File: config.mk
export PLATFORM = sky130hd
export DESIGN_NAME = nvc_cmd_queue
export DESIGN_NICKNAME = d
export VERILOG_FILES = /design/src/hdl/nvc_cmd_queue.sv
export SDC_FILE = /design/constraint.sdc
export NUM_CORES = 1
export LEC_CHECK = 0
export BUFFER_PORTS_ARGS = -buffer_cell sky130_fd_sc_hd__clkbuf_2
export CORE_MARGIN = 2
export CORE_UTILIZATION = 50
export DETAILED_ROUTE_END_ITERATION = 8
export GPL_TIMING_DRIVEN = 0
export PLACE_DENSITY = 0.7
export SKIP_LAST_GASP = 1
export SYNTH_ARGS = -nofsm -noshare
export SYNTH_HDL_FRONTEND = slang
export SYNTH_SLANG_ARGS = --single-unit
export TNS_END_PERCENT = 10
File: constraint.sdc
create_clock -name clock -period 2.35 [get_ports clock]
set_clock_uncertainty 0.2 [all_clocks]
set_input_delay 0.235 -clock clock [delete_from_list [all_inputs] [get_ports clock]]
set_output_delay 0.235 -clock clock [all_outputs]
set_load 0.03 [all_outputs]
File: src/hdl/nvc_cmd_queue.sv
// Short queue of work commands between the front and back parts of the
// NV21 converter. Depends on nothing; the command layout is opaque here.
module nvc_cmd_queue #(
   parameter int WIDTH = 8,
   parameter int DEPTH = 4
) (
   input  logic             clock,
   input  logic             reset,
   input  logic             push,
   input  logic [WIDTH-1:0] push_data,
   output logic             full,
   input  logic             pop,
   output logic [WIDTH-1:0] pop_data,
   output logic             empty
);

   localparam int PTR_W = (DEPTH > 1) ? $clog2(DEPTH) : 1;
   localparam int CNT_W = $clog2(DEPTH + 1);

   logic [WIDTH-1:0] entry_ff [DEPTH];
   logic [PTR_W-1:0] wr_ptr_ff, wr_ptr_in;
   logic [PTR_W-1:0] rd_ptr_ff, rd_ptr_in;
   logic [CNT_W-1:0] count_ff, count_in;
   logic             do_push, do_pop;

   assign full     = (count_ff == CNT_W'(DEPTH));
   assign empty    = (count_ff == '0);
   assign pop_data = entry_ff[rd_ptr_ff];
   assign do_push  = push && !full;
   assign do_pop   = pop && !empty;

   // Pointer and fill count updates, with wrap at the queue depth.
   always_comb begin
      wr_ptr_in = wr_ptr_ff;
      rd_ptr_in = rd_ptr_ff;
      count_in  = count_ff;
      if (do_push) begin
         wr_ptr_in = (wr_ptr_ff == PTR_W'(DEPTH - 1)) ? '0 : wr_ptr_ff + PTR_W'(1);
      end
      if (do_pop) begin
         rd_ptr_in = (rd_ptr_ff == PTR_W'(DEPTH - 1)) ? '0 : rd_ptr_ff + PTR_W'(1);
      end
      if (do_push && !do_pop) begin
         count_in = count_ff + CNT_W'(1);
      end else if (do_pop && !do_push) begin
         count_in = count_ff - CNT_W'(1);
      end
   end

   always_ff @(posedge clock) begin
      if (reset) begin
         wr_ptr_ff <= '0;
         rd_ptr_ff <= '0;
         count_ff  <= '0;
      end else begin
         wr_ptr_ff <= wr_ptr_in;
         rd_ptr_ff <= rd_ptr_in;
         count_ff  <= count_in;
      end
   end

   // Entry storage needs no reset.
   always_ff @(posedge clock) begin
      if (do_push) begin
         entry_ff[wr_ptr_ff] <= push_data;
      end
   end

endmodule

==> metrics, run 1 <==
die area 3770 µm²; ys async rst share 0; largest net degree at the start of global routing 13; CTS tree done; GPL Wtd Cong ~0.72; CP endpoint kind flip-flop; synthesized area per cell ~18 µm²; vias in the first global route between 900 and 1,000; Clock Tree Buf Depth 2; WHS between 15 and 20 ps; multi-input combinational cell area ~480 µm²; drt pass-1 iters 4; drt wl/cell 14.5 µm; chip height just over 60 µm; status finished, final reports clean; initial core utilization 0.530; grt ovf 0; Final Critical Period about 2300 ps; vias per cell about 5; CP Class reg -> reg; Syn Std Cell Area 1650 µm²; multiplexer share of the synthesized area 0.122; Slew @ Worst Pin slightly above 500 ps; main combinational cell family by area after synthesis multiplexers; worst path arrival time 2320 ps; PwrDens 978 nW/µm²; Worst-Skew Late Latency ~330 ps; initial antenna violation count 0; Worst Path Required ~2400 ps; Compound-Gate Fraction of Synth Area 0.0304; residual DRC count 0; routed via count 898; Syn Inst Count between 90 and 100; antenna viol nets, final 0; Detailed Place HPWL around 1.7 mm; Rows 20; # setup viols final 0; layout cell share with drive strength beyond 1 0.441; CP startpoint kind flip-flop; # fillers approximately 250; most area-hungry cell type in the Yosys netlist edfxtp_1; Post-Synth Simple-Gate Area 0.0570; global-route wire length before repair approximately 4.1 mm; Placed Cells ~160; Unique masters post-synth 26; cell family with most CP delay simple AND/OR/NAND/NOR gates; Iter 0 DRT Violations 13; syn_nets 111; Crit Path Max Fanout 3; LEAKAGE between 0.7 and 0.8 nW; top_reg_cell synth edfxtp_1; GRT Resource Usage Total 0.164; IO Port Bufs 20; max incr delay on CP around 360 ps; CTS buffer count 5; H-tree Lvls 2; # IOs 22; Seq cells post-synth 41; CTS sink cnt approximately 40; Root Driver clkbuf_4; CP max-delay cell dfxtp_4; Die Width between 60 and 70 µm; Layout area overhead 23.3%; fin crit share 0.963; max-slew violations 0; crit-path cells or3b_1 > buf_6 > clkinv_4 > nor2_4 > ha_2 > inv_1 > fa_2 > xor2_1 > or3_4 > a21oi_2; Synth top area share 0.584; total wire length 2.61 mm; Fmax approximately 0.44 GHz; non-filler cells, final 180; Hold Path Class in -> reg; WP buf/inv 3; number of synthesized flops with an enable pin 32; sequential area share after synthesis 0.694; floorplan core area 3100 µm²; Yosys warnings 0; Synth area leaders edfxtp_1 (58%), dfxtp_1 (11%), mux4_2 (11%); diode count 0; Adder-Cell Fraction of Synth Area 0.0578; Layout Nets 154; Max-Cap Viols 0; Fin. Hold Viols 0; FF+latch area approximately 1200 µm²; Clock transition at path regs about 110 ps; xor-xnor portion of the synthesized cell area 0.0106; max_slew headroom 0.662; Peak VDD IR 0.000717 V
[power breakdown]
part / internal (mW) / total, mW / leakage, nW / switching [mW]
registers: 0.893 / 0.941 / 0.369 / 0.0480
clock network: 0.114 / 0.320 / 0.0320 / 0.205
logic: 0.325 / 0.725 / 0.366 / 0.400
total: 1.33 / 1.99 / 0.767 / 0.653
[flip-flops by register name, indices dropped and copies added (netlist names), named ones only]
register and count:
entry_ff 32, count_ff 3, rd_ptr_ff 2, wr_ptr_ff 2
[cell usage in the layout, fill, tap and decap left out, types with 2 or more instances in the layout]
cell type      instances
edfxtp_1              32
clkbuf_2              20
mux4_2                 8
dlygate4sd3_1          8
buf_4                  8
dfxtp_1                6
ha_1                   5
clkbuf_4               5
inv_1                  4
and3_2                 4
nor2_1                 3
dfxtp_4                3
nor3_1                 2
clkbuf_1               2
xor2_1                 2
nand3_1                2
a21oi_1                2
mux2i_1                2
clkinv_2               2
[per-layer routing]
layer / routed length [µm] / share of wire / global-route usage / up-vias
met1: 1080 / 0.41 / 0.174 / 433
met2: 1390 / 0.53 / 0.296 / 23
li1: - / - / - / 438
met3: 109 / 0.042 / 0.0567 / 4
met4: 28 / 0.011 / 0.0638 / 0
met5: 0 / 0 / 0 / -
[worst min-delay path: cells and delay by family]
kind	cells	cell delay (ps)
compound gates	1	60
simple gates	1	90
buf+inv	1	130
[worst paths after layout]
| kind | startpoint | to | slack (ps) | cells past startpoint |
|---|---|---|---|---|
| setup / recovery | count_ff[2]$_SDFFE_PP0P_ | count_ff[2]$_SDFFE_PP0P_ | 90 | 10 |
| hold / removal | push | wr_ptr_ff[0]$_SDFFE_PP0P_ | 20 | 3 |
| setup reg to reg | count_ff[2]$_SDFFE_PP0P_ | count_ff[2]$_SDFFE_PP0P_ | 90 | 10 |
| hold reg to reg | rd_ptr_ff[0]$_SDFFE_PP0P_ | flip-flop | 310 | 2 |
[area by class of cell]
cell class	count	share of cell area
Tap cell	44	0.0271
Multi-Input combinational cell	42	0.238
Buffer	4	0.0117
Timing Repair Buffer	36	0.118
Sequential cell	41	0.568
Clock buffer	6	0.0203
Clock inverter	2	0.00493
Inverter	5	0.0117
[cell usage after synthesis (3+ instances only)]
cell type	instances
edfxtp_1	32
ha_1	6
inv_1	4
and3_2	4
nor2_1	3
dfxtp_1	9
mux4_2	8
a21oi_1	3
[kinds of logic after synthesis]
family                   after synthesis
AND/OR/NAND/NOR                       16
adder cells (fa/ha/maj)                7
XOR/XNOR                               2
flip-flops                            41
AO/OA/AOI/OAI                          7
buffers and inverters                  9
multiplexers                          10
[through the flow]
stage	power [mW]	TNS (ps)	instance area [µm²]	worst slack [ps]	util
final	1.99	0	2030	87.3	0.654
after detailed placement	1.57	-130	1800	-130	0.581
after global placement	1.55	-43.9	1800	-43.9	0.581
after global routing	2.11	-6.17	2030	-6.17	0.654
after CTS	1.97	0	2010	92.2	0.647
after floorplan	1.42	0	1650	1.38	-
[repair_timing]
action / 4_1_cts / 5_1_grt
setup endpoints to repair: 1 / 1
hold buffers: 8 / 0
pin swaps: 3 / 1
resized for setup: 10 / 0
hold endpoints to repair: 32 / 0
buffers inserted: 5 / 3
No activity file was read; power rests on OpenSTA's default activity.
==> inputs of run 2 (changes only) <==
--- a/config.mk
+++ b/config.mk
@@ -6,11 +6,12 @@
 export NUM_CORES = 1
 export LEC_CHECK = 0
 export BUFFER_PORTS_ARGS = -buffer_cell sky130_fd_sc_hd__clkbuf_2
+export CAP_MARGIN = 20
 export CORE_MARGIN = 2
-export CORE_UTILIZATION = 50
+export CORE_UTILIZATION = 60
 export DETAILED_ROUTE_END_ITERATION = 8
 export GPL_TIMING_DRIVEN = 0
-export PLACE_DENSITY = 0.7
+export PLACE_DENSITY = 0.8
 export SKIP_LAST_GASP = 1
 export SYNTH_ARGS = -nofsm -noshare
 export SYNTH_HDL_FRONTEND = slang
==> constraint.sdc (replaced) <==
create_clock -name clock -period 2.9 [get_ports clock]
set_clock_uncertainty 0.2 [all_clocks]
set_input_delay 0.29 -clock clock [delete_from_list [all_inputs] [get_ports clock]]
set_output_delay 0.29 -clock clock [all_outputs]
set_load 0.03 [all_outputs]
==> metrics, run 2 (same netlist as run 1, synthesis figures left out) <==
Hold Path Class in -> reg; chip height roughly 56 µm; Reg power frac 0.502; # fillers between 150 and 200; cell family with most CP delay simple AND/OR/NAND/NOR gates; Design Area, Final roughly 1900 µm²; Largest regs entry_ff x32, count_ff x3; drt wl/cell around 16 µm; global-route wire length before repair around 4.1 mm; routed via count just under 900; drt pass-1 iters 4; Rows 18; Layout Nets 145; Comb pwr share 0.330; CP endpoint kind flip-flop; Worst R2R Setup Slack 370 ps; Max-Cap Viols 0; Critical path origin count_ff[0]$_SDFFE_PP0P_; RSZ-0062 raised after global routing false; max reg flops 32; Die Width 56.4 µm; largest reg by FF count entry_ff; CP max-delay cell dfxtp_1; initial core utilization 0.647; Peak VDD IR roughly 0.00056 V; Worst-Skew Late Latency between 300 and 400 ps; crit-path cells or3b_1 > buf_6 > clkinv_4 > nor2_2 > ha_1 > inv_1 > fa_1 > xor2_1 > or3_2 > a21oi_1; residual DRC count 0; layout cell share with drive strength beyond 1 0.346; Root Driver clkbuf_4; CTS tree done; grt ovf 0; grt met2 use 0.297; max_slew headroom 0.678; # hold bufs at CTS 7; Layout area overhead 15.6%; total wire length roughly 2.5 mm; CTS buffer count 5; CP startpoint kind flip-flop; commonest non-fill, non-tap cell in the layout edfxtp_1; P_int about 1 mW; non-filler cells, final roughly 160; worst setup margin ~370 ps; GRT Resource Usage Total 0.180; clock network power share 0.168; Placed Cells approximately 140; initial antenna violation count 0; # IOs 22; PwrDens around 800 nW/µm²; WP depth 10; CTS sink cnt 41; largest net degree at the start of global routing 12; die area about 3200 µm²; Detailed Place HPWL 1.84 mm; Psw around 0.50 mW; GR Util met1 0.218; FF+latch area 1140 µm²; R2R depth 10; antenna viol nets, final 0; Final Critical Period ~2500 ps; R2R Path Start count_ff[0]$_SDFFE_PP0P_; most frequent cells in the layout edfxtp_1 (32), clkbuf_2 (20), dfxtp_1 (9), mux4_2 (8), dlygate4sd3_1 (7); Fin. Hold Viols 0; LEAKAGE roughly 0.71 nW; setup bufs post-CTS 0; vias per cell around 5.6; WP buf/inv 3; reg2reg end count_ff[2]$_SDFFE_PP0P_; GPL Wtd Cong about 0.7; setup total negative slack 0 ps; multi-input combinational cell area approximately 460 µm²; grt met3 use 0.0530; worst path arrival time around 2600 ps; Fmax just under 0.4 GHz; CP Class reg -> reg; max incr delay on CP 460 ps; Slew @ Worst Pin slightly below 500 ps; Crit Path Max Fanout 7; floorplan core area 2540 µm²; pre-CTS WS 362 ps; max-slew violations 0; Post-CTS Resized 0; IO Port Bufs 20; Worst Setup EP count_ff[2]$_SDFFE_PP0P_; vias in the first global route around 890; # setup viols final 0; switching power share of the total 0.327; Clock Tree Buf Depth 2; status finished, final reports clean; Worst Path Required just under 3000 ps; Iter 0 DRT Violations 26; fin crit share 0.874; diode count 0; DP Area between 1500 and 2000 µm²; Clock transition at path regs about 100 ps; global route hottest layer met2; H-tree Lvls 2
run 2: cell types whose count changed in the layout (fill, tap and decap cells not counted), sizes merged:
cell / change
dlygate4sd3: -1
buf: -8
clkbuf: +2
clkinv: -2
run 2: cell type report:
| cell class | count | share of cell area |
|---|---|---|
| multi-input combinational | 42 | 0.240 |
| buffer | 4 | 0.0125 |
| timing repair buffer | 27 | 0.0895 |
| inverter | 5 | 0.0125 |
| sequential | 41 | 0.600 |
| clock buffer | 8 | 0.0257 |
| tap | 30 | 0.0197 |
run 2: stage by stage:
| stage | hold slack [ps] | utilization | total power [mW] |
|---|---|---|---|
| floorplan | 189 | - | 1.15 |
| global placement | 282 | 0.701 | 1.26 |
| detailed placement | 284 | 0.701 | 1.28 |
| CTS | 15.7 | 0.747 | 1.53 |
| global route | 3.39 | 0.747 | 1.60 |
| finish | 20.0 | 0.747 | 1.51 |
run 2: power by group through the flow:
stage	Sequential (mW)	Combinational, mW	Clock, mW
after floorplan	0.761	0.391	0
after global placement	0.767	0.488	0
after detailed placement	0.774	0.503	0
after CTS	0.761	0.510	0.261
after global routing	0.768	0.543	0.286
final	0.760	0.500	0.254
run 2: how the worst min path moves through the flow:
stage | slack (ps) | startpoint | cells after the start | end
4_1_cts | 20 | push_data[3] | 1 | entry_ff[2][3]$_DFFE_PP_
5_1_grt | 3 | push_data[3] | 1 | entry_ff[3][3]$_DFFE_PP_
6_report | 20 | push_data[3] | 1 | entry_ff[0][3]$_DFFE_PP_
3_5_place_dp | 280 | rd_ptr_ff[0]$_SDFFE_PP0P_ | 2 | flip-flop
3_3_place_gp | 280 | rd_ptr_ff[0]$_SDFFE_PP0P_ | 2 | rd_ptr_ff[0]$_SDFFE_PP0P_
2_1_floorplan | 190 | push_data[0] | 0 | entry_ff[0][0]$_DFFE_PP_
run 2: layer usage:
layer / routed length (µm) / vias to the layer above
met1: 1090 / 423
met3: 111 / 6
met5: 0 / -
li1: - / 424
met2: 1290 / 24
met4: 47 / 0
==> inputs of run 3 (changes only) <==
--- a/config.mk
+++ b/config.mk
@@ -5,13 +5,14 @@
 export SDC_FILE = /design/constraint.sdc
 export NUM_CORES = 1
 export LEC_CHECK = 0
+export ABC_AREA = 1
 export BUFFER_PORTS_ARGS = -buffer_cell sky130_fd_sc_hd__clkbuf_2
 export CAP_MARGIN = 20
 export CORE_MARGIN = 2
 export CORE_UTILIZATION = 60
 export DETAILED_ROUTE_END_ITERATION = 8
 export GPL_TIMING_DRIVEN = 0
-export PLACE_DENSITY = 0.8
+export PLACE_DENSITY = 0.79
 export SKIP_LAST_GASP = 1
 export SYNTH_ARGS = -nofsm -noshare
 export SYNTH_HDL_FRONTEND = slang
==> metrics, run 3 <==
CTS buffer count 5; residual DRC count 0; Clock transition at path regs roughly 110 ps; GPL Wtd Cong 0.741; Clock Tree Buf Depth 2; WL met2 between 1.5 and 2 mm; most area-hungry cell type in the Yosys netlist edfxtp_1; CP endpoint kind flip-flop; Largest regs entry_ff x32, count_ff x3; most frequent cells in the layout nor2_1 (33), edfxtp_1 (32), clkbuf_2 (21), inv_1 (17); total power 1.77 mW; Layout Nets roughly 200; max-slew violations 0; routed via count around 1,100; PwrDens 887 nW/µm²; Design Area, Final around 2000 µm²; M1 wire length 1.24 mm; largest net degree at the start of global routing 13; Fin. Hold Viols 0; max incr delay on CP between 400 and 500 ps; H-tree Lvls 2; fin crit share 0.731; Hold Path Class in -> reg; total wire length about 3.0 mm; Syn Std Cell Area about 1700 µm²; chip height ~57 µm; CTS tree done; CP startpoint kind flip-flop; Crit Path Max Fanout 7; CTS sink cnt 41; Die Width roughly 57 µm; syn_nets 166; # setup viols final 0; # IOs 22; drt pass-1 iters 4; sequential area share after synthesis 0.673; Worst Path Required between 2000 and 3000 ps; Placed Cells 199; LEAKAGE about 0.82 nW; status finished, final reports clean; Root Driver clkbuf_4; Syn Inst Count roughly 150; # fillers 200; IO Port Bufs 21; vias per cell approximately 5.2; list of most frequent post-synthesis cells nor2_1 (33), edfxtp_1 (32), inv_1 (17); setup total negative slack 0 ps; Worst-Skew Late Latency around 350 ps; global-route wire length before repair roughly 5.0 mm; floorplan core area 2710 µm²; Core Util, Final 0.735; initial antenna violation count 0; max_slew headroom 0.478; Slew @ Worst Pin between 700 and 800 ps; Layout area overhead 17.3%; diode count 0; GRT Resource Usage Total 0.211; initial core utilization 0.626; DP Area 1840 µm²; Peak VDD IR 0.000660 V; most numerous cell in the Yosys netlist nor2_1; worst setup margin ~780 ps; max reg flops 32; Synth area leaders edfxtp_1 (57%), dfxtp_1 (11%), nor2_1 (7.3%); worst path arrival time 2170 ps; Rows 19; Unique masters post-synth 19; Final Critical Period 2120 ps; top_reg_cell synth edfxtp_1; non-filler cells, final ~220; CP max-delay cell fa_1; RSZ-0062 raised after global routing false; pre-CTS WS roughly 800 ps; commonest non-fill, non-tap cell in the layout nor2_1; WHS 42.3 ps; Iter 0 DRT Violations 39; vias in the first global route around 1,100; Max-Cap Viols 0; antenna viol nets, final 0; crit-path cells nor2_1 > nand2_1 > nand2_2 > inv_1 > ha_1 > inv_1 > fa_1 > o21ai_0 > nor2_1; synthesized area per cell about 12 µm²; top routing layer in use met4; Detailed Place HPWL 2.01 mm; layout cell share with drive strength beyond 1 0.189; met3 wire len approximately 170 µm; setup bufs post-CTS 0; Fmax 0.472 GHz; die area roughly 3300 µm²; drt wl/cell between 10 and 15 µm; ys async rst share 0; Yosys warnings 0; Seq cells post-synth 41; Synth top area share 0.566; number of synthesized flops with an enable pin 32; CP Class reg -> reg; largest reg by FF count entry_ff; grt ovf 0
==> run 3: where the power goes <==
group	total [mW]	switching (mW)	internal (mW)	leakage [nW]
Combinational	0.688	0.465	0.223	0.418
Clock	0.283	0.169	0.114	0.0357
Sequential	0.795	0.0665	0.729	0.368
Total	1.77	0.700	1.07	0.821
==> run 3: area by class of cell <==
class	instances	area, µm²	share of cell area
inverters	18	67.6	0.0339
flip-flops and latches	41	1140	0.573
multi-input cells	86	465	0.234
repair buffers	30	195	0.0981
clock buffers	6	51.3	0.0258
clock inverters	2	8.76	0.00440
well taps	31	38.8	0.0195
plain buffers	2	22.5	0.0113
==> run 3: worst paths after layout <==
check                                                from                        end  slack (ps)  cells after the start
worst max-delay path             count_ff[1]$_SDFFE_PP0P_   count_ff[1]$_SDFFE_PP0P_         780                      9
worst min-delay path                                 push  wr_ptr_ff[1]$_SDFFE_PP0P_          40                      3
worst max register to register   count_ff[1]$_SDFFE_PP0P_   count_ff[1]$_SDFFE_PP0P_         780                      9
worst min register to register  rd_ptr_ff[1]$_SDFFE_PP0P_  rd_ptr_ff[1]$_SDFFE_PP0P_         330                      2
==> run 3: metal layers <==
metal / track usage / vias up
met5: 0 / -
met4: 0.0897 / 0
met3: 0.0680 / 3
met2: 0.337 / 36
met1: 0.268 / 519
li1: - / 575
==> run 3: cells by family (layout without fill, tap and decap cells) <==
logic type | Yosys count | in the layout | share of synthesized area
simple gates | 51 | 51 | 0.121
fa+ha+maj | 7 | 7 | 0.0560
buf+inv | 20 | 58 | 0.0531
flops | 41 | 41 | 0.673
xor+xnor | 1 | 1 | 0.00516
compound gates | 27 | 27 | 0.0922
==> run 3: critical path: cells and delay by family (launching register included) <==
| kind | cells | cell delay, ps |
|---|---|---|
| fa+ha+maj | 2 | 630 |
| flops | 1 | 360 |
| buf+inv | 2 | 160 |
| simple gates | 4 | 520 |
| compound gates | 1 | 160 |
==> run 3: what timing repair did <==
item,in CTS,in global routing
hold endpoints to repair,33,0
endpoints found under the setup margin,0,0
gates resized for setup,0,0
hold buffers,9,0
