File: src/hdl/nvc_pkg.sv
// Package for the NV21 to RGB32 converter.
// Holds the payload structs, command and sequencer codes, the fixed widths and
// the color conversion constants. No dependencies.
package nvc_pkg;

   // Fixed widths of the ports and of the frame position.
   localparam int CSR_INDEX_W = 2;
   localparam int CSR_DATA_W  = 11;
   localparam int COORD_W     = 10;
   localparam int POS_W       = 21;

   // Depths of the command queue and of the result queue.
   localparam int CMD_DEPTH = 4;
   localparam int OUT_DEPTH = 8;

   // Cycles after a size write before the derived frame sizes are valid.
   localparam int SETTLE_W      = 2;
   localparam int SETTLE_CYCLES = 3;

   // Register indexes of the configuration port.
   localparam logic [CSR_INDEX_W-1:0] REG_FRAME_WIDTH  = CSR_INDEX_W'(0);
   localparam logic [CSR_INDEX_W-1:0] REG_FRAME_HEIGHT = CSR_INDEX_W'(1);

   // Result kinds.
   localparam logic RESULT_PIXEL  = 1'b0;
   localparam logic RESULT_NOTICE = 1'b1;

   // Conversion arithmetic: accumulator width and BT.601 integer coefficients.
   localparam int ACC_W = 20;
   localparam logic signed [ACC_W-1:0] COEF_Y     = 20'sd298;
   localparam logic signed [ACC_W-1:0] COEF_RV    = 20'sd409;
   localparam logic signed [ACC_W-1:0] COEF_GU    = 20'sd100;
   localparam logic signed [ACC_W-1:0] COEF_GV    = 20'sd208;
   localparam logic signed [ACC_W-1:0] COEF_BU    = 20'sd516;
   localparam logic signed [ACC_W-1:0] ROUND_BIAS = 20'sd128;
   localparam logic signed [9:0]       LUMA_BIAS   = 10'sd16;
   localparam logic signed [9:0]       CHROMA_BIAS = 10'sd128;
   localparam logic [7:0]              COLOR_MAX   = 8'hFF;

   // Work codes passed from the front part to the back part.
   typedef enum logic [1:0] {
      CMD_NONE,
      CMD_LUMA,
      CMD_BLOCK
   } cmd_op_type;

   // Back part sequencer states.
   typedef enum logic {
      SEQ_WORK,
      SEQ_NOTICE
   } seq_state_type;

   // One input byte.
   typedef struct packed {
      logic [7:0] data_byte;
      logic       frame_end;
   } req_type;

   // One result item.
   typedef struct packed {
      logic               result_kind;
      logic [COORD_W-1:0] pixel_x;
      logic [COORD_W-1:0] pixel_y;
      logic [7:0]         pixel_red;
      logic [7:0]         pixel_green;
      logic [7:0]         pixel_blue;
      logic               last_of_run;
   } rsp_type;

   // Shift right by eight with floor, then clamp to 0..255.
   function automatic logic [7:0] clamp_pixel(input logic signed [ACC_W-1:0] acc);
      logic [7:0] result;
      if (acc[ACC_W-1]) begin
         result = 8'd0;
      end else if (acc[ACC_W-1:8] > (ACC_W-8)'(COLOR_MAX)) begin
         result = COLOR_MAX;
      end else begin
         result = acc[15:8];
      end
      return result;
   endfunction

endpackage

File: src/hdl/nvc_front.sv
// Front part of the NV21 converter: size registers, frame position tracking
// and classification of each input byte into a work command. Uses nvc_pkg.
module nvc_front
   import nvc_pkg::*;
#(
   parameter int MAX_WIDTH  = 1024,
   parameter int MAX_HEIGHT = 1024,
   localparam int WW    = $clog2(MAX_WIDTH + 1),
   localparam int HW    = $clog2(MAX_HEIGHT + 1),
   localparam int AW    = $clog2(MAX_WIDTH * MAX_HEIGHT),
   localparam int CMD_W = $bits(cmd_op_type) + 17 + WW + HW + 2 * AW
) (
   input  logic                   clock,
   input  logic                   reset,
   input  logic                   csr_write_enable,
   input  logic [CSR_INDEX_W-1:0] csr_index,
   input  logic [CSR_DATA_W-1:0]  csr_write_data,
   input  logic                   req_push,
   input  req_type                req_data,
   output logic                   req_full,
   output logic                   cmd_push,
   output logic [CMD_W-1:0]       cmd_data,
   input  logic                   cmd_full
);

   localparam int TW  = AW + 1;
   localparam int PSW = POS_W + 1;
   localparam int CW  = (PSW > TW) ? PSW : TW;
   localparam int WCW = (WW > CSR_DATA_W) ? WW : CSR_DATA_W;
   localparam int HCW = (HW > CSR_DATA_W) ? HW : CSR_DATA_W;

   typedef struct packed {
      cmd_op_type      op;
      logic            notice;
      logic [7:0]      data;
      logic [7:0]      v_byte;
      logic [WW-1:0]   x0;
      logic [HW-1:0]   y0;
      logic [AW-1:0]   top_addr;
      logic [AW-1:0]   bot_addr;
   } cmd_type;

   logic [CSR_DATA_W-1:0] frame_width_ff, frame_width_in;
   logic [CSR_DATA_W-1:0] frame_height_ff, frame_height_in;
   logic [SETTLE_W-1:0]   settle_ff, settle_in;
   logic [WW-1:0]         eff_w_ff, eff_w_in;
   logic [HW-1:0]         eff_h_ff, eff_h_in;
   logic [TW-1:0]         luma_n_ff, luma_n_in;
   logic [TW-1:0]         total_ff, total_in;
   logic [POS_W-1:0]      pos_ff, pos_in;
   logic [7:0]            v_latch_ff, v_latch_in;
   logic [WW-1:0]         x0_ff, x0_in;
   logic [HW-1:0]         y0_ff, y0_in;
   logic [TW-1:0]         base_ff, base_in;

   logic [WCW-1:0] width_c, width_lim, width_sel;
   logic [HCW-1:0] height_c, height_lim, height_sel;
   logic [WW-1:0]  width_trim;
   logic [HW-1:0]  height_trim;

   logic          accept, csr_hit, size_zero;
   logic          in_luma, in_chroma, is_u, advance, notice;
   logic [PSW-1:0] pos_step;
   logic [TW-1:0]  top_sum, bot_sum;
   logic [WW-1:0]  x_step;
   cmd_type        cmd;

   // Size writes restart the frame and hold off input while sizes settle.
   assign csr_hit = csr_write_enable &&
                    ((csr_index == REG_FRAME_WIDTH) || (csr_index == REG_FRAME_HEIGHT));

   always_comb begin
      frame_width_in  = frame_width_ff;
      frame_height_in = frame_height_ff;
      if (csr_write_enable && (csr_index == REG_FRAME_WIDTH)) begin
         frame_width_in = csr_write_data;
      end
      if (csr_write_enable && (csr_index == REG_FRAME_HEIGHT)) begin
         frame_height_in = csr_write_data;
      end
   end

   always_comb begin
      settle_in = settle_ff;
      if (csr_hit) begin
         settle_in = SETTLE_W'(SETTLE_CYCLES);
      end else if (settle_ff != '0) begin
         settle_in = settle_ff - SETTLE_W'(1);
      end
   end

   // Effective sizes: limited to the maximum and rounded down to even.
   always_comb begin
      width_c     = WCW'(frame_width_ff);
      width_lim   = WCW'(MAX_WIDTH);
      width_sel   = (width_c < width_lim) ? width_c : width_lim;
      width_trim  = WW'(width_sel);
      eff_w_in    = {width_trim[WW-1:1], 1'b0};
      height_c    = HCW'(frame_height_ff);
      height_lim  = HCW'(MAX_HEIGHT);
      height_sel  = (height_c < height_lim) ? height_c : height_lim;
      height_trim = HW'(height_sel);
      eff_h_in    = {height_trim[HW-1:1], 1'b0};
   end

   // Luma plane size and whole frame size, one register stage each.
   assign luma_n_in = TW'(eff_w_ff) * TW'(eff_h_ff);
   assign total_in  = luma_n_ff + (luma_n_ff >> 1);

   assign req_full = cmd_full || (settle_ff != '0);
   assign accept   = req_push && !req_full;

   // Classify the byte by its position in the frame.
   always_comb begin
      size_zero = (luma_n_ff == '0);
      in_luma   = CW'(pos_ff) < CW'(luma_n_ff);
      in_chroma = !in_luma && (CW'(pos_ff) < CW'(total_ff));
      is_u      = in_chroma && pos_ff[0];
      advance   = in_luma || in_chroma;
      pos_step  = PSW'(pos_ff) + PSW'(advance);
      notice    = req_data.frame_end && !size_zero && (CW'(pos_step) < CW'(total_ff));
      top_sum   = base_ff + TW'(x0_ff);
      bot_sum   = top_sum + TW'(eff_w_ff);
      x_step    = x0_ff + WW'(2);
   end

   // Build the work command for the back part.
   always_comb begin
      cmd.op       = CMD_NONE;
      cmd.notice   = notice;
      cmd.data     = req_data.data_byte;
      cmd.v_byte   = v_latch_ff;
      cmd.x0       = x0_ff;
      cmd.y0       = y0_ff;
      cmd.top_addr = AW'(top_sum);
      cmd.bot_addr = AW'(bot_sum);
      if (in_luma) begin
         cmd.op       = CMD_LUMA;
         cmd.top_addr = AW'(pos_ff);
      end else if (is_u) begin
         cmd.op = CMD_BLOCK;
      end
   end

   assign cmd_push = accept && ((cmd.op != CMD_NONE) || notice);
   assign cmd_data = CMD_W'(cmd);

   // Frame position, V latch and block position counters.
   always_comb begin
      pos_in     = pos_ff;
      v_latch_in = v_latch_ff;
      x0_in      = x0_ff;
      y0_in      = y0_ff;
      base_in    = base_ff;
      if (accept) begin
         if (in_chroma && !pos_ff[0]) begin
            v_latch_in = req_data.data_byte;
         end
         if (is_u) begin
            if (x_step == eff_w_ff) begin
               x0_in   = '0;
               y0_in   = y0_ff + HW'(2);
               base_in = base_ff + (TW'(eff_w_ff) << 1);
            end else begin
               x0_in = x_step;
            end
         end
         pos_in = POS_W'(pos_step);
         if (req_data.frame_end || size_zero) begin
            pos_in  = '0;
            x0_in   = '0;
            y0_in   = '0;
            base_in = '0;
         end
      end
      if (csr_hit) begin
         pos_in  = '0;
         x0_in   = '0;
         y0_in   = '0;
         base_in = '0;
      end
   end

   always_ff @(posedge clock) begin
      if (reset) begin
         frame_width_ff  <= '0;
         frame_height_ff <= '0;
         settle_ff       <= SETTLE_W'(SETTLE_CYCLES);
         pos_ff          <= '0;
         v_latch_ff      <= '0;
         x0_ff           <= '0;
         y0_ff           <= '0;
         base_ff         <= '0;
      end else begin
         frame_width_ff  <= frame_width_in;
         frame_height_ff <= frame_height_in;
         settle_ff       <= settle_in;
         pos_ff          <= pos_in;
         v_latch_ff      <= v_latch_in;
         x0_ff           <= x0_in;
         y0_ff           <= y0_in;
         base_ff         <= base_in;
      end
   end

   // Derived sizes follow the size registers; the settle count covers them.
   always_ff @(posedge clock) begin
      eff_w_ff  <= eff_w_in;
      eff_h_ff  <= eff_h_in;
      luma_n_ff <= luma_n_in;
      total_ff  <= total_in;
   end

endmodule

File: config.mk
export PLATFORM = sky130hd
export DESIGN_NAME = nvc_front
export DESIGN_NICKNAME = d
export VERILOG_FILES = /design/src/hdl/nvc_pkg.sv /design/src/hdl/nvc_front.sv
export SDC_FILE = /design/constraint.sdc
export NUM_CORES = 1
export LEC_CHECK = 0
export BUFFER_PORTS_ARGS = -buffer_cell sky130_fd_sc_hd__buf_4
export CORE_MARGIN = 1
export CORE_UTILIZATION = 45
export CTS_BUF_LIST = sky130_fd_sc_hd__clkbuf_8
export CTS_CLUSTER_DIAMETER = 50
export DETAILED_ROUTE_END_ITERATION = 10
export PLACE_DENSITY = 0.73
export SYNTH_ARGS = -nofsm -noshare
export SYNTH_HDL_FRONTEND = slang
export SYNTH_SLANG_ARGS = --single-unit
File: constraint.sdc
create_clock -name clock -period 14.5 [get_ports clock]
set_clock_uncertainty 0.05 [all_clocks]
set_input_delay 3.625 -clock clock [delete_from_list [all_inputs] [get_ports clock]]
set_output_delay 3.625 -clock clock [all_outputs]
set_load 0.02 [all_outputs]
==> reports/qor.txt, run 1 <==
max-capacitance violation count -> 0
global route overflow -> 0
global placement routability congestion -> 0.858
number of gates resized after cts -> 0
sort of element at the start of the critical path -> register
Reg2Reg Capture Point -> luma_n_ff[20]$_DFF_P_
drt first-iter violations -> 705
routing usage on met1 -> 27.7%
number of register bits inferred by synthesis -> 148
nature of the critical path endpoint -> output port
power density over the cells -> 60.8 nW/um^2
RSZ-0062 raised after global routing -> no
leakage component of the power -> 6.76 nW
Chip Width -> 170 um
boundary pin count -> 110
PortBufs -> 105
utilization of the core after routing -> 50.9%
busiest layer in global routing -> met2
Final Max Tran Viols -> 0
hold buffers post-CTS -> 0
GRT Resource Usage Total -> 21.3%
clock buffer depth -> 2
half-perimeter wire length after placement -> 23800 um
sequential element share of the synthesized area -> 23.3%
final setup TNS -> 0 ps
wire per inst -> 15.5 um
count of cell types in the netlist -> 76
TritonCTS Sinks -> 148
placeable core region -> 27800 um^2
Max Clk Rate -> 0.0981 GHz
combined area of all synthesized cells -> 12700 um^2
share of flip-flops with an asynchronous set or reset -> 0%
full die area -> 29000 um^2
Tightest Pin Transition -> 1060 ps
number of core rows -> 61
met3 GRT Util -> 2.81%
post-synthesis area per instance -> 8.51 um^2
layout overhead on the synthesized area -> 11.1%
drt pass-1 iters -> 5
number of enable flip-flop cells after synthesis -> 0
reg2reg path depth -> 19
diode insertion count for antenna repair -> 0
DRT antenna net count -> 0
IR drop worst, VDD -> 54.7 uV
wire length of the first global-routing pass -> 49900 um
Worst Hold End -> total_ff[1]$_DFF_P_
fraction of final layout cells with drive strength greater than 1 -> 11.3%
Synth Instances -> 1496
global routing usage on met2 -> 36.7%
H-tree Lvls -> 4
Final Routed Wirelength -> 30200 um
Crit path required time -> 10820 ps
Clock Latency Late Sink -> 470 ps
CTS tree -> done
final number of hold-violating endpoints -> 0
TritonCTS Buffers -> 17
Worst-path clk slew -> 90 ps
Period Utilization, post-route -> 70.3%
final period demand of the worst path -> 10190 ps
r2r setup slk -> 8650 ps
worst-path maximum fanout -> 10
CP Class -> reg -> out
Ys Warns -> 0
vias in the first global route -> 10400
remaining routing DRC violations -> 0
arrival time reported for the critical path endpoint -> 6520 ps
Relative slew margins -> 29.0%
net count reported at finish -> 1821
total number of vias -> 10600
hold path cells -> 0
launch point of the worst hold path -> luma_n_ff[2]$_DFF_P_
Chip Height -> 170 um
maximum number of pins on one net before global-route repair -> 37
result of the run -> completed
average via count per standard cell -> 5.45
post-CTS setup buffer count -> 0
Finish-stage setup viols -> 0
launch point of the worst reg-to-reg path -> eff_w_ff[5]$_SDFF_PP0_
CTS Root Cell -> sky130_fd_sc_hd__clkbuf_8
top_reg_cell synth -> sky130_fd_sc_hd__dfxtp_1
path class of the lowest-slack min-delay path -> reg -> reg
initial antenna violation count -> 0
effective utilization at floorplan -> 45.8%
-- Yosys cell counts, types with 32 or more instances --
| library cell | count | area share, % |
|---|---|---|
| sky130_fd_sc_hd__nand3_1 | 44 | 1.7 |
| sky130_fd_sc_hd__and2_1 | 54 | 2.7 |
| sky130_fd_sc_hd__a21oi_1 | 83 | 3.3 |
| sky130_fd_sc_hd__nor2b_1 | 32 | 1.6 |
| sky130_fd_sc_hd__o21ai_0 | 71 | 2.8 |
| sky130_fd_sc_hd__clkbuf_1 | 50 | 1.5 |
| sky130_fd_sc_hd__nor2_1 | 103 | 3.0 |
| sky130_fd_sc_hd__dfxtp_1 | 148 | 23 |
| sky130_fd_sc_hd__ha_1 | 171 | 17 |
| sky130_fd_sc_hd__fa_1 | 64 | 10 |
| sky130_fd_sc_hd__inv_1 | 130 | 3.8 |
| sky130_fd_sc_hd__xnor2_1 | 73 | 5.0 |
| sky130_fd_sc_hd__nand2_1 | 139 | 4.1 |
-- report_power, final --
part / switching, W / internal, W / leakage [nW]
combinational: 0.0000602 / 0.0000384 / 5.36
sequential: 0.00000899 / 0.000413 / 1.20
clock: 0.000192 / 0.000148 / 0.208
total: 0.000261 / 0.000599 / 6.76
-- sequential cells by signal (all words and copies together), names as in the netlist --
signal / cells
frame_height_ff: 10
eff_w_ff: 10
settle_ff: 2
y0_ff: 10
x0_ff: 10
pos_ff: 21
v_latch_ff: 8
total_ff: 20
base_ff: 18
frame_width_ff: 10
luma_n_ff: 19
eff_h_ff: 10
-- through the flow --
| step | setup WS [ps] | cells | power [W] | area (um^2) | hold slack, ps |
|---|---|---|---|---|---|
| after floorplan | 5910 | 1498 | 0.000499 | 12700 | 313 |
| after global placement | 4900 | 1918 | 0.000528 | 13700 | 336 |
| after detailed placement | 4870 | 1918 | 0.000529 | 13700 | 337 |
| after CTS | 4320 | 1950 | 0.000867 | 14100 | 352 |
| after global routing | 3870 | 1950 | 0.000897 | 14100 | 372 |
| final | 4310 | 1950 | 0.000861 | 14100 | 342 |
-- critical path, cell delays in order (launching register included) --
cell and delay [ps]:
sky130_fd_sc_hd__dfxtp_1 580, sky130_fd_sc_hd__ha_1 320, sky130_fd_sc_hd__a41oi_1 180, sky130_fd_sc_hd__o21ai_0 120, sky130_fd_sc_hd__a221oi_1 380, sky130_fd_sc_hd__o21ai_0 210
sky130_fd_sc_hd__o21ai_0 370, sky130_fd_sc_hd__ha_1 320, sky130_fd_sc_hd__and3_1 240, sky130_fd_sc_hd__nand3_1 160, sky130_fd_sc_hd__nor3_1 670, sky130_fd_sc_hd__and4_1 350
sky130_fd_sc_hd__xor2_1 200, sky130_fd_sc_hd__ha_1 270, sky130_fd_sc_hd__a21oi_1 130, sky130_fd_sc_hd__nor2b_1 60, sky130_fd_sc_hd__or4b_2 600, sky130_fd_sc_hd__a21oi_1 130
sky130_fd_sc_hd__o21ai_0 90, sky130_fd_sc_hd__a31oi_1 150, sky130_fd_sc_hd__o31a_1 230, sky130_fd_sc_hd__o31a_1 150, sky130_fd_sc_hd__buf_4 140
-- cell usage in the layout (no fill, tap or decap), types with 7 or more instances in the layout --
master	n
sky130_fd_sc_hd__fa_1	64
sky130_fd_sc_hd__nand4_1	13
sky130_fd_sc_hd__nand2_1	139
sky130_fd_sc_hd__nand2b_1	14
sky130_fd_sc_hd__buf_4	114
sky130_fd_sc_hd__nand3_1	44
sky130_fd_sc_hd__o21a_1	17
sky130_fd_sc_hd__inv_8	7
sky130_fd_sc_hd__nor2_1	102
sky130_fd_sc_hd__and2_1	54
sky130_fd_sc_hd__mux2i_1	22
sky130_fd_sc_hd__nor3_1	18
sky130_fd_sc_hd__a21oi_1	83
sky130_fd_sc_hd__o21ai_0	71
sky130_fd_sc_hd__a22o_1	14
sky130_fd_sc_hd__inv_1	130
sky130_fd_sc_hd__xnor2_1	73
sky130_fd_sc_hd__clkbuf_8	17
sky130_fd_sc_hd__and3_1	21
sky130_fd_sc_hd__xor2_1	30
sky130_fd_sc_hd__or3_1	9
sky130_fd_sc_hd__a21o_1	17
sky130_fd_sc_hd__o211ai_1	7
sky130_fd_sc_hd__a22oi_1	8
sky130_fd_sc_hd__nor2b_1	32
sky130_fd_sc_hd__a31oi_1	10
sky130_fd_sc_hd__mux2_2	14
sky130_fd_sc_hd__a211oi_1	7
sky130_fd_sc_hd__dfxtp_1	148
sky130_fd_sc_hd__ha_1	171
-- final cells by class --
type | instances | area, um^2
fill | 2642 | 13600
sequential | 148 | 2960
clock inverter | 15 | 176
inverter | 130 | 488
multi-input combinational | 1148 | 8960
timing repair buffer | 114 | 856
clock buffer | 17 | 234
tap | 378 | 473
-- kinds of logic after synthesis --
kind of cell               after synthesis  share of synthesized area [%]
DFF                                    148                           23.3
adders and majority gates              235                           26.9
xor gates and xnor gates               103                           7.08
muxes                                   36                           2.97
and+or+nand+nor                        483                           18.8
AOI/OAI and AO/OA                      288                           14.6
other                                    1                         0.0294
buffers and inverters                  202                           6.46
-- metal layers --
layer / wire (um) / vias up
met5: 0 / -
met4: 520 / 0
met3: 1370 / 39
met2: 14400 / 269
met1: 13900 / 5095
li1: - / 5233
-- worst max-delay path by stage --
| stage | slack, ps | start | cells after the start | end |
|---|---|---|---|---|
| 2_1_floorplan | 5910 | req_data[0] | 6 | cmd_push |
| 3_3_place_gp | 4900 | pos_ff[14]$_SDFFE_PP0P_ | 22 | cmd_push |
| 3_5_place_dp | 4870 | pos_ff[14]$_SDFFE_PP0P_ | 22 | cmd_push |
| 4_1_cts | 4320 | pos_ff[14]$_SDFFE_PP0P_ | 22 | cmd_push |
| 5_1_grt | 3870 | pos_ff[14]$_SDFFE_PP0P_ | 22 | cmd_push |
| 6_report | 4310 | pos_ff[14]$_SDFFE_PP0P_ | 22 | cmd_push |
Note: power is estimated with default switching activity, not from simulation.
==> run 2: changes to the inputs <==
--- a/config.mk
+++ b/config.mk
@@ -11,7 +11,7 @@
 export CTS_BUF_LIST = sky130_fd_sc_hd__clkbuf_8
 export CTS_CLUSTER_DIAMETER = 50
 export DETAILED_ROUTE_END_ITERATION = 10
-export PLACE_DENSITY = 0.73
+export PLACE_DENSITY = 0.75
 export SYNTH_ARGS = -nofsm -noshare
 export SYNTH_HDL_FRONTEND = slang
 export SYNTH_SLANG_ARGS = --single-unit
==> constraint.sdc (replaced) <==
create_clock -name clock -period 8.2 [get_ports clock]
set_clock_uncertainty 0.05 [all_clocks]
set_input_delay 2.05 -clock clock [delete_from_list [all_inputs] [get_ports clock]]
set_output_delay 2.05 -clock clock [all_outputs]
set_load 0.02 [all_outputs]
==> run 2 against run 1 <==
  * Combinational power increased by 82%
  * Routed wire length decreased by 0.14%
  * Clock power increased by 69%
  * Via count increased by 0.37%
  * Die area unchanged
  * Cell count increased by 0.21%
  * Power increased by 74%
  * Register-to-register slack got worse by 6300 ps
  * Global-route usage decreased by 0.072 points
  * Non-clock buffer count increased by 4
  * Cell area increased by 0.13%
  * Critical path type unchanged
  * Critical endpoint unchanged
  * Highest routed layer unchanged
==> reports/qor.txt, run 2 (synthesized netlist as in run 1, its figures left out) <==
launch point of the worst hold path -> luma_n_ff[2]$_DFF_P_
dpl cell area -> 13800 um^2
effective utilization at floorplan -> 45.8%
DRT antenna net count -> 0
final period demand of the worst path -> 7850 ps
TritonCTS Sinks -> 148
area taken by flip-flops and latches -> 2970 um^2
power density over the cells -> 106 nW/um^2
wire per inst -> 15.4 um
Setup WS pre-CTS -> 583 ps
remaining routing DRC violations -> 0
TritonCTS Buffers -> 17
Final Routed Wirelength -> 30100 um
CTS tree -> done
Final Worst Setup Slack -> 353 ps
Design Area, Final -> 14200 um^2
Chip Width -> 170 um
Finish-stage setup viols -> 0
Max Clk Rate -> 0.127 GHz
final number of hold-violating endpoints -> 0
cell with the most instances on the worst path -> sky130_fd_sc_hd__a21oi_1
placeable core region -> 27800 um^2
total number of vias -> 10700
average via count per standard cell -> 5.46
busiest layer in global routing -> met2
global routing usage on met2 -> 35.4%
result of the run -> completed
path class of the lowest-slack min-delay path -> reg -> reg
IR drop worst, VDD -> 95.2 uV
net count reported at finish -> 1825
global placement routability congestion -> 0.866
wire length of the first global-routing pass -> 49400 um
worst-path maximum fanout -> 7
Fillers -> 2630
reg2reg path depth -> 19
Reg2Reg Capture Point -> luma_n_ff[20]$_DFF_P_
global route overflow -> 0
clock buffer depth -> 2
boundary pin count -> 110
chain of cells forming the critical path -> ha_1, a21oi_1, nor2b_1, o21ai_0, o211ai_1, a31o_2, o21ai_1, ha_2, and3_1, nand3_1, nor3_1, and4_1, xor2_1, ha_1, a21oi_1, nor2b_1, or4b_2, a21oi_1, o21ai_0, a31oi_1, o31a_1, o31a_1, buf_4
Final Max Tran Viols -> 0
diode insertion count for antenna repair -> 0
Crit path required time -> 6100 ps
PortBufs -> 105
half-perimeter wire length after placement -> 23600 um
H-tree Lvls -> 4
GRT Resource Usage Total -> 21.2%
routing usage on met1 -> 28.4%
most common cell after layout, fill and taps aside -> sky130_fd_sc_hd__ha_1
final setup TNS -> 0 ps
number of core rows -> 61
commonest cells after routing, fill and taps aside -> sky130_fd_sc_hd__ha_1 (170), sky130_fd_sc_hd__dfxtp_1 (146), sky130_fd_sc_hd__nand2_1 (139)
r2r setup slk -> 2400 ps
flip-flop count of the largest register after layout -> 21
drt pass-1 iters -> 5
layout overhead on the synthesized area -> 11.2%
launch point of the worst reg-to-reg path -> eff_w_ff[5]$_SDFF_PP0_
leakage component of the power -> 6.78 nW
nature of the critical path endpoint -> output port
initial antenna violation count -> 0
utilization of the core after routing -> 51.0%
register bank with the most flops -> pos_ff
hold path cells -> 0
Worst-path clk slew -> 90 ps
vias in the first global route -> 10100
Chip Height -> 170 um
max-capacitance violation count -> 0
met3 GRT Util -> 2.93%
maximum number of pins on one net before global-route repair -> 37
CP Class -> reg -> out
CP max stage delay -> 600 ps
full die area -> 29000 um^2
Relative slew margins -> 27.0%
critical path's slowest cell -> sky130_fd_sc_hd__or4b_2
number of buffers and inverters on the critical path -> 1
fraction of final layout cells with drive strength greater than 1 -> 11.7%
hold buffers post-CTS -> 0
CTS Root Cell -> sky130_fd_sc_hd__clkbuf_8
sort of element at the start of the critical path -> register
Period Utilization, post-route -> 95.7%
Regs by FF count -> pos_ff (21), total_ff (20), luma_n_ff (19)
arrival time reported for the critical path endpoint -> 5750 ps
Tightest Pin Transition -> 1090 ps
drt first-iter violations -> 747
Worst Hold End -> total_ff[1]$_DFF_P_
Clock Latency Late Sink -> 480 ps
footprint of the multi-input gates -> 8970 um^2
CP delay by family, top -> compound AO/OA/AOI/OAI gates
run 2: metrics by stage:
| stage | hold slack (ps) | power [W] | instances |
|---|---|---|---|
| 3_3_place_gp | 336 | 0.000932 | 1921 |
| 2_1_floorplan | 313 | 0.000883 | 1498 |
| 3_5_place_dp | 340 | 0.000936 | 1921 |
| 4_1_cts | 363 | 0.00150 | 1953 |
| 6_report | 355 | 0.00150 | 1954 |
| 5_1_grt | 368 | 0.00156 | 1954 |
run 2: metal layers:
metal | part of all wire, % | wire length, um
met1 | 46 | 14000
met2 | 47 | 14100
met3 | 5.3 | 1600
met4 | 1.5 | 458
met5 | 0 | 0
run 2: how the worst max path moves through the flow:
stage / from / endpoint / slack (ps) / cells after the start
6_report: pos_ff[18]$_SDFFE_PP0P_ / cmd_push / 350 / 23
3_3_place_gp: pos_ff[14]$_SDFFE_PP0P_ / cmd_push / 690 / 22
5_1_grt: luma_n_ff[16]$_DFF_P_ / cmd_push / -20 / 23
3_5_place_dp: pos_ff[14]$_SDFFE_PP0P_ / cmd_push / 580 / 22
4_1_cts: pos_ff[14]$_SDFFE_PP0P_ / cmd_push / 60 / 22
2_1_floorplan: luma_n_ff[16]$_DFF_P_ / cmd_push / 1260 / 22
run 2: repair_timing:
action | 4_1_cts | 5_1_grt
endpoints found under the setup margin | 0 | 2
setup buffers | 0 | 1
resized for setup | 0 | 6
run 2: layout make-up:
cell class              count  area share, %
inverters                 130           3.44
clock inverters            14          0.989
clock buffers              18           1.75
multi-input cells        1148           63.3
well taps                 378           3.34
repair buffers            118           6.25
flip-flops and latches    148           20.9
run 2: where the power goes:
| group | total, W | internal [W] | switching [W] | leakage, nW |
|---|---|---|---|---|
| Clock | 0.000574 | 0.000256 | 0.000319 | 0.199 |
| Sequential | 0.000747 | 0.000731 | 0.0000157 | 1.20 |
| Combinational | 0.000179 | 0.0000710 | 0.000108 | 5.38 |
| Total | 0.00150 | 0.00106 | 0.000442 | 6.78 |
==> run 3: changes to the inputs <==
--- a/config.mk
+++ b/config.mk
@@ -11,7 +11,7 @@
 export CTS_BUF_LIST = sky130_fd_sc_hd__clkbuf_8
 export CTS_CLUSTER_DIAMETER = 50
 export DETAILED_ROUTE_END_ITERATION = 10
-export PLACE_DENSITY = 0.75
+export PLACE_DENSITY = 0.64
 export SYNTH_ARGS = -nofsm -noshare
 export SYNTH_HDL_FRONTEND = slang
 export SYNTH_SLANG_ARGS = --single-unit
==> run 3 against run 2 <==
  * Setup slack got worse by 18 ps
  * Count of clock-buffer cells in the layout fell by 1
  * Worst hold slack worse by 21 ps
  * Sequential power about the same
  * Largest cell class unchanged
  * Clock power down 0.7%
==> reports/qor.txt, run 3 (synthesized netlist as in run 1, its figures left out) <==
register bank with the most flops -> pos_ff
reg2reg path depth -> 15
boundary pin count -> 110
leakage component of the power -> 6.77 nW
average via count per standard cell -> 5.37
final number of hold-violating endpoints -> 0
sort of element at the start of the critical path -> register
path class of the lowest-slack min-delay path -> reg -> reg
max-capacitance violation count -> 0
initial antenna violation count -> 0
remaining routing DRC violations -> 0
power density over the cells -> 105 nW/um^2
half-perimeter wire length after placement -> 23900 um
Worst Hold End -> total_ff[1]$_DFF_P_
vias in the first global route -> 10100
Reg2Reg Capture Point -> luma_n_ff[20]$_DFF_P_
r2r setup slk -> 2370 ps
RSZ-0062 raised after global routing -> no
Tightest Pin Transition -> 1060 ps
chain of cells forming the critical path -> buf_4, ha_1, a21o_1, a21o_1, a21oi_1, o211ai_1, a31o_2, o21ai_1, ha_1, and3_1, nand3_1, nor3_2, and4_1, xor2_1, ha_1, a21oi_1, nor2b_1, or4b_2, a21oi_1, o21ai_0, a31oi_1, o31a_1, o31a_1, buf_4
launch point of the worst hold path -> luma_n_ff[2]$_DFF_P_
CTS tree -> done
diode insertion count for antenna repair -> 0
wire length of the first global-routing pass -> 49900 um
CP delay by family, top -> compound AO/OA/AOI/OAI gates
global route overflow -> 0
cell count after placement -> 1924
DRT antenna net count -> 0
commonest cells after routing, fill and taps aside -> sky130_fd_sc_hd__ha_1 (171), sky130_fd_sc_hd__dfxtp_1 (147), sky130_fd_sc_hd__nand2_1 (139)
drt first-iter violations -> 679
number of gates resized after cts -> 0
global placement routability congestion -> 0.854
fraction of final layout cells with drive strength greater than 1 -> 11.7%
Crit path required time -> 6100 ps
post-CTS setup buffer count -> 0
CP Class -> reg -> out
IR drop worst, VDD -> 90.4 uV
cell depth of the worst setup path -> 24
result of the run -> completed
hold path cells -> 0
Fillers -> 2699
PortBufs -> 105
CTS Root Cell -> sky130_fd_sc_hd__clkbuf_8
net count reported at finish -> 1827
most common cell after layout, fill and taps aside -> sky130_fd_sc_hd__ha_1
Final Max Tran Viols -> 0
Chip Width -> 170 um
number of buffers and inverters on the critical path -> 2
Clock Latency Late Sink -> 460 ps
drt pass-1 iters -> 5
total number of vias -> 10500
effective utilization at floorplan -> 45.8%
Finish-stage setup viols -> 0
Worst-path clk slew -> 90 ps
flip-flop count of the largest register after layout -> 21
utilization of the core after routing -> 51.0%
Chip Height -> 170 um
Final Routed Wirelength -> 30600 um
placeable core region -> 27800 um^2
Max Clk Rate -> 0.127 GHz
maximum number of pins on one net before global-route repair -> 37
layout overhead on the synthesized area -> 11.2%
CP max stage delay -> 600 ps
Regs by FF count -> pos_ff (21), total_ff (20), luma_n_ff (19)
hold buffers post-CTS -> 0
worst-path maximum fanout -> 9
nature of the critical path endpoint -> output port
GRT Resource Usage Total -> 21.6%
wire per inst -> 15.7 um
Relative slew margins -> 29.4%
arrival time reported for the critical path endpoint -> 5770 ps
launch point of the worst reg-to-reg path -> eff_w_ff[8]$_SDFF_PP0_
TritonCTS Sinks -> 148
final setup TNS -> 0 ps
TritonCTS Buffers -> 17
clock buffer depth -> 2
critical path's slowest cell -> sky130_fd_sc_hd__or4b_2
final period demand of the worst path -> 7870 ps
Period Utilization, post-route -> 95.9%
full die area -> 29000 um^2
number of core rows -> 61
H-tree Lvls -> 4
final non-filler cell total -> 1955
[run 3: layout make-up]
type	count	area, um^2	area share [%]
Clock buffer	17	234	1.65
Clock inverter	14	141	0.998
Inverter	130	488	3.44
Multi-Input combinational cell	1148	8960	63.3
Sequential cell	148	2960	20.9
Tap cell	378	473	3.34
Timing Repair Buffer	120	901	6.36
[run 3: how the worst max path moves through the flow]
| stage | from | endpoint | slack, ps |
|---|---|---|---|
| global route | pos_ff[14]$_SDFFE_PP0P_ | cmd_push | 7 |
| global placement | pos_ff[15]$_SDFFE_PP0P_ | cmd_push | 680 |
| floorplan | luma_n_ff[16]$_DFF_P_ | cmd_push | 1260 |
| CTS | pos_ff[15]$_SDFFE_PP0P_ | cmd_push | 100 |
| detailed placement | pos_ff[15]$_SDFFE_PP0P_ | cmd_push | 630 |
| finish | pos_ff[14]$_SDFFE_PP0P_ | cmd_push | 330 |
[run 3: where the power goes]
part | switching (W) | total [W] | internal (W)
logic | 0.000106 | 0.000174 | 0.0000681
clock network | 0.000323 | 0.000570 | 0.000248
registers | 0.0000168 | 0.000748 | 0.000731
total | 0.000445 | 0.00149 | 0.00105
[run 3: metal layers]
layer	track usage, %	share of wire (%)	wire length, um	vias up
met5	0	0	0	-
met4	7.13	1.9	575	0
met3	3.44	4.0	1230	40
met2	35.7	46	14100	239
met1	28.7	48	14700	4989
li1	-	-	-	5240
[run 3: per-stage QoR]
stage               worst slack [ps]  hold slack (ps)  cell area [um^2]  power [W]
floorplan                       1260              313             12700   0.000883
global placement                 685              341             13800   0.000934
detailed placement               627              338             13800   0.000937
CTS                              105              342             14200    0.00150
global route                    6.93              351             14200    0.00156
finish                           335              334             14200    0.00149
